===== src/sv/rwq_pkg.sv =====
// Shared types and constants for the rolling window quantile core.
// Depends on nothing; every other file imports it.
package rwq_pkg;

    localparam int WINDOW_MAX_DEF = 64;
    localparam int WLEN_W         = 7;
    localparam int Q_W            = 16;
    localparam int MINC_W         = 7;
    localparam int CFG_IDX_W      = 2;
    localparam int CFG_DATA_W     = 16;
    localparam int VAL_W          = 32;

    localparam logic [CFG_IDX_W-1:0] CFG_WINDOW_LENGTH = 2'd0;
    localparam logic [CFG_IDX_W-1:0] CFG_QUANTILE_Q    = 2'd1;
    localparam logic [CFG_IDX_W-1:0] CFG_MIN_COUNT     = 2'd2;

    localparam logic [WLEN_W-1:0] WLEN_RESET = 7'd64;
    localparam logic [Q_W-1:0]    Q_RESET    = 16'd32768;
    localparam logic [MINC_W-1:0] MINC_RESET = 7'd1;

    typedef struct packed {
        logic signed [VAL_W-1:0] sample;
        logic                    sample_finite;
        logic                    series_start;
    } in_word_t;

    typedef struct packed {
        logic signed [VAL_W-1:0] quantile_value;
        logic                    result_valid;
    } out_word_t;

    typedef struct packed {
        logic take;
        logic prep;
        logic scan;
        logic rank;
        logic sel;
        logic mul;
        logic fin;
    } rwq_cmd_t;

    typedef struct packed {
        logic scan_done;
        logic sel_done;
        logic out_full;
    } rwq_stat_t;

endpackage


===== src/sv/rwq_ctrl.sv =====
// Sequencer for the rolling window quantile core.
// Depends on rwq_pkg for the command and status structs.
module rwq_ctrl
    import rwq_pkg::*;
(
    input  logic      clk,
    input  logic      rst_n,
    input  logic      in_valid,
    output logic      in_stall,
    input  rwq_stat_t stat,
    output rwq_cmd_t  cmd
);

    localparam logic [2:0] S_IDLE = 3'd0;
    localparam logic [2:0] S_PREP = 3'd1;
    localparam logic [2:0] S_SCAN = 3'd2;
    localparam logic [2:0] S_RANK = 3'd3;
    localparam logic [2:0] S_SEL  = 3'd4;
    localparam logic [2:0] S_MUL  = 3'd5;
    localparam logic [2:0] S_FIN  = 3'd6;

    logic [2:0] state_reg;
    logic [2:0] state_next;

    always_comb
    begin
        state_next = state_reg;
        cmd        = '0;
        case (state_reg)
            S_IDLE:
            begin
                if (in_valid)
                begin
                    cmd.take   = 1'b1;
                    state_next = S_PREP;
                end
            end
            S_PREP:
            begin
                cmd.prep   = 1'b1;
                state_next = S_SCAN;
            end
            S_SCAN:
            begin
                cmd.scan = 1'b1;
                if (stat.scan_done)
                begin
                    state_next = S_RANK;
                end
            end
            S_RANK:
            begin
                cmd.rank   = 1'b1;
                state_next = S_SEL;
            end
            S_SEL:
            begin
                cmd.sel = 1'b1;
                if (stat.sel_done)
                begin
                    state_next = S_MUL;
                end
            end
            S_MUL:
            begin
                cmd.mul    = 1'b1;
                state_next = S_FIN;
            end
            S_FIN:
            begin
                // hold the result until the output register frees up
                if (!stat.out_full)
                begin
                    cmd.fin    = 1'b1;
                    state_next = S_IDLE;
                end
            end
            default:
            begin
                state_next = S_IDLE;
            end
        endcase
    end

    always_ff @(posedge clk or negedge rst_n)
    begin
        if (!rst_n)
        begin
            state_reg <= S_IDLE;
        end
        else
        begin
            state_reg <= state_next;
        end
    end

    assign in_stall = (state_reg != S_IDLE);

endmodule


===== config.mk =====
export PLATFORM = sky130hd
export DESIGN_NAME = rwq_ctrl
export DESIGN_NICKNAME = d
export VERILOG_FILES = /design/src/sv/rwq_pkg.sv /design/src/sv/rwq_ctrl.sv
export SDC_FILE = /design/constraint.sdc
export NUM_CORES = 1
export LEC_CHECK = 0
export BUFFER_PORTS_ARGS = -buffer_cell sky130_fd_sc_hd__buf_4
export CAP_MARGIN = 20
export CELL_PAD_IN_SITES_DETAIL_PLACEMENT = 0
export CELL_PAD_IN_SITES_GLOBAL_PLACEMENT = 1
export CORE_AREA = 5 5 42 44
export DETAILED_ROUTE_END_ITERATION = 16
export DIE_AREA = 0 0 47 49
export GPL_TIMING_DRIVEN = 0
export PLACE_DENSITY = 0.47
export SETUP_SLACK_MARGIN = 0.1
export SKIP_CTS_REPAIR_TIMING = 1
export SLEW_MARGIN = 20
export SYNTH_ARGS = -nofsm -noshare
export SYNTH_HDL_FRONTEND = slang
export SYNTH_SLANG_ARGS = --single-unit

===== constraint.sdc =====
create_clock -name clk -period 2.9 [get_ports clk]
set_input_delay 0.29 -clock clk [delete_from_list [all_inputs] [get_ports clk]]
set_output_delay 0.29 -clock clk [all_outputs]
set_load 0.05 [all_outputs]

==> flow_summary_export.csv <==
group,metric,value,unit
global_routing,antenna_found_initial,0,
drt,drtAntennaViolNets,0,
worst_hold_path,hold_path.class,"primary input to register",
power_and_ir_drop,p_int,0.216,mW
power_and_ir_drop,power,0.492,mW
sta,max_freq,641,MHz
logic_synthesis,syn-mean-instance-area,7.60,um2
place,dp_hpwl,487,um
place,port_buffers,13,
sta,post-route-period-util,53.8,%
logic_synthesis,ys.flop_type,"dfrtp_1",
drt,via_count,250,
power_and_ir_drop,combPwrFrac,63.7,%
clocking,cts_max_path_buffers,2,
logic_synthesis,synth-seq-cells,3,
global_routing,gr-total-overflow,0,
clocking,htree_num_levels,1,
logic_synthesis,synth_commonest_cells,"nor2_1, dfrtp_1, o21ai_0",
die,die_y,49,um
logic_synthesis,yosysSeqAreaShare,38.0,%
die,rows,14,
setup_path,worstReg2RegStart,"state_reg[2]$_DFFE_PN0P_",
drt,via_per_inst,4.17,
place,gp_congestion,0.704,
logic_synthesis,yosys_warnings,0,
setup_path,crit_path_end_kind,"output pin",
setup_path,startpoint_type,"register",
logic_synthesis,synth_edf_count,0,
setup_path,worst-path-max-fanout,9,
power_and_ir_drop,pwr-share-clk,14.8,%
flow_run,drv_cap,0,
sta,hold_violations,0,
die,initial_core_util,14.1,%
final_layout,n_antenna_cell,0,
logic_synthesis,ys_async_sr_fraction,100,%
clocking,cts_sinks,3,
sta,worstMarginPinSlew,255,ps
drt,drt_first_iter_violations,4,
die,core,1400,um2
logic_synthesis,synth.area.top_cells,"dfrtp_1, nor2_1, o21ai_0, nand2b_1, and3_4",
global_routing,grtUsageTotal,6.63,%
logic_synthesis,synth.most_common_cell,"nor2_1",
clocking,numCtsBuffers,3,
logic_synthesis,netlist_area,198,um2
logic_synthesis,synth_fp_nets,32,
logic_synthesis,yosysUniqueCellTypes,15,
final_layout,area_delta_synth_final,77.8,%
worst_hold_path,hp-start,"stat[2]",
power_and_ir_drop,switching_share,56.1,%
sta,rsz0062_at_grt,"no",
setup_path,required,2610,ps
drt,drt_wl_total,638,um
sta,layout_min_cycle_time,1560,ps
die,die_area,2300,um2
clocking,cts_root_buf,"clkbuf_4",
logic_synthesis,synth_top_area_share,38.0,%
setup_path,critPathArrivalTime,1270,ps
power_and_ir_drop,p_sw,0.276,mW
global_routing,grt_max_degree,10,
drt,drc_errors,0,
power_and_ir_drop,ir_worst_vdd,408,uV
clocking,clock_latency,230,ps
logic_synthesis,yosysTopAreaCell,"dfrtp_1",
setup_path,crit_type,"register to output pin",
clocking,cts_tree,"done",
sta,finalSetupViolCount,0,
clocking,cts.clk_slew.worst_paths,40,ps
global_routing,grt_pass1_wl,1.01,mm
power_and_ir_drop,p_leak,0.178,nW
final_layout,drive_above_1_share,43.2,%
drt,firstDrtPassIters,2,
final_layout,fillers,171,
die,die_width,47,um
logic_synthesis,syn_inst,26,
sta,tns,0,ps
global_routing,grt_pass1_vias,232,
outcome,outcome,"completed",
power_and_ir_drop,power.density,1400,nW/um2
sta,max-slew-margin-rel,83.0,%
drt,wl_per_cell,10.6,um
setup_path,critPathLaunch,"state_reg[1]$_DFFE_PN0P_",
die,ioPinCount,14,
sta,final-max-slew-violation-count,0,
power_and_ir_drop,p_seq_share,21.5,%
sta,skew,3.43,ps
final_layout,largest_reg_flops,3,
final_layout,final_nets,51,
-- critical path: stages (launching register included) --
cell and delay, ps:
dfrtp_1 460, nor2_1 200, and3_2 190, buf_4 190
-- final timing paths --
check	endpoint	slack, ps	cells after the start
worst max-delay path	cmd[6]	1340	3
worst min-delay path	state_reg[0]$_DFFE_PN0P_	310	3
worst max register to register	state_reg[2]$_DFFE_PN0P_	1840	3
worst min register to register	state_reg[2]$_DFFE_PN0P_	660	1
max in group asynchronous	state_reg[1]$_DFFE_PN0P_	2420	2
min in group asynchronous	state_reg[0]$_DFFE_PN0P_	380	2
-- per-layer routing --
layer	vias to the layer above	global-route usage [%]	wire, um	share of wire, %
met1	117	8.17	299	47
met5	-	0	0	0
met2	7	7.47	325	51
met3	0	4.43	14	2.2
li1	126	-	-	-
met4	0	5.53	0	0
-- per-stage QoR --
| stage | util (%) | std cells | setup slack, ps | instance area, um2 | hold slack [ps] |
|---|---|---|---|---|---|
| 2_1_floorplan | - | 26 | 978 | 198 | -5.59 |
| 3_3_place_gp | 22.5 | 55 | 1590 | 315 | 78.8 |
| 3_5_place_dp | 22.5 | 55 | 1580 | 315 | 81.1 |
| 4_1_cts | 24.4 | 59 | 1320 | 342 | -168 |
| 5_1_grt | 25.1 | 60 | 1250 | 352 | 312 |
| 6_report | 25.1 | 60 | 1340 | 352 | 312 |
-- power groups by stage --
stage | clock (mW) | combinational, mW | sequential [mW]
2_1_floorplan | 0 | 0.232 | 0.0920
3_3_place_gp | 0 | 0.314 | 0.107
3_5_place_dp | 0 | 0.315 | 0.107
4_1_cts | 0.0756 | 0.316 | 0.106
5_1_grt | 0.0796 | 0.331 | 0.112
6_report | 0.0727 | 0.313 | 0.106
-- logic make-up (layout without fill, tap and decap cells) --
logic type             after synthesis  count (layout)  share of synthesized area [%]
AND/OR/NAND/NOR                     15              15                           40.5
flip-flops                           3               3                           38.0
AO/OA/AOI/OAI                        6               6                           17.7
buffers and inverters                2              20                           3.79
-- final cells by class --
| class | instances | area [um2] | area share (%) |
|---|---|---|---|
| multi-input combinational | 21 | 115 | 32.7 |
| inverter | 2 | 7.51 | 2.14 |
| timing repair buffer | 14 | 108 | 30.6 |
| sequential | 3 | 75.1 | 21.4 |
| tap | 16 | 20.0 | 5.69 |
| clock buffer | 4 | 26.3 | 7.47 |
-- placed cells by master, fill, tap and decap left out, types with 2 or more instances in the layout --
cell type	n
nor3_1	2
buf_4	13
nor2_1	5
dfrtp_1	3
o21ai_0	3
nand2b_1	2
nand2_1	2
clkbuf_4	3
Power figures use the tool's default switching activity.
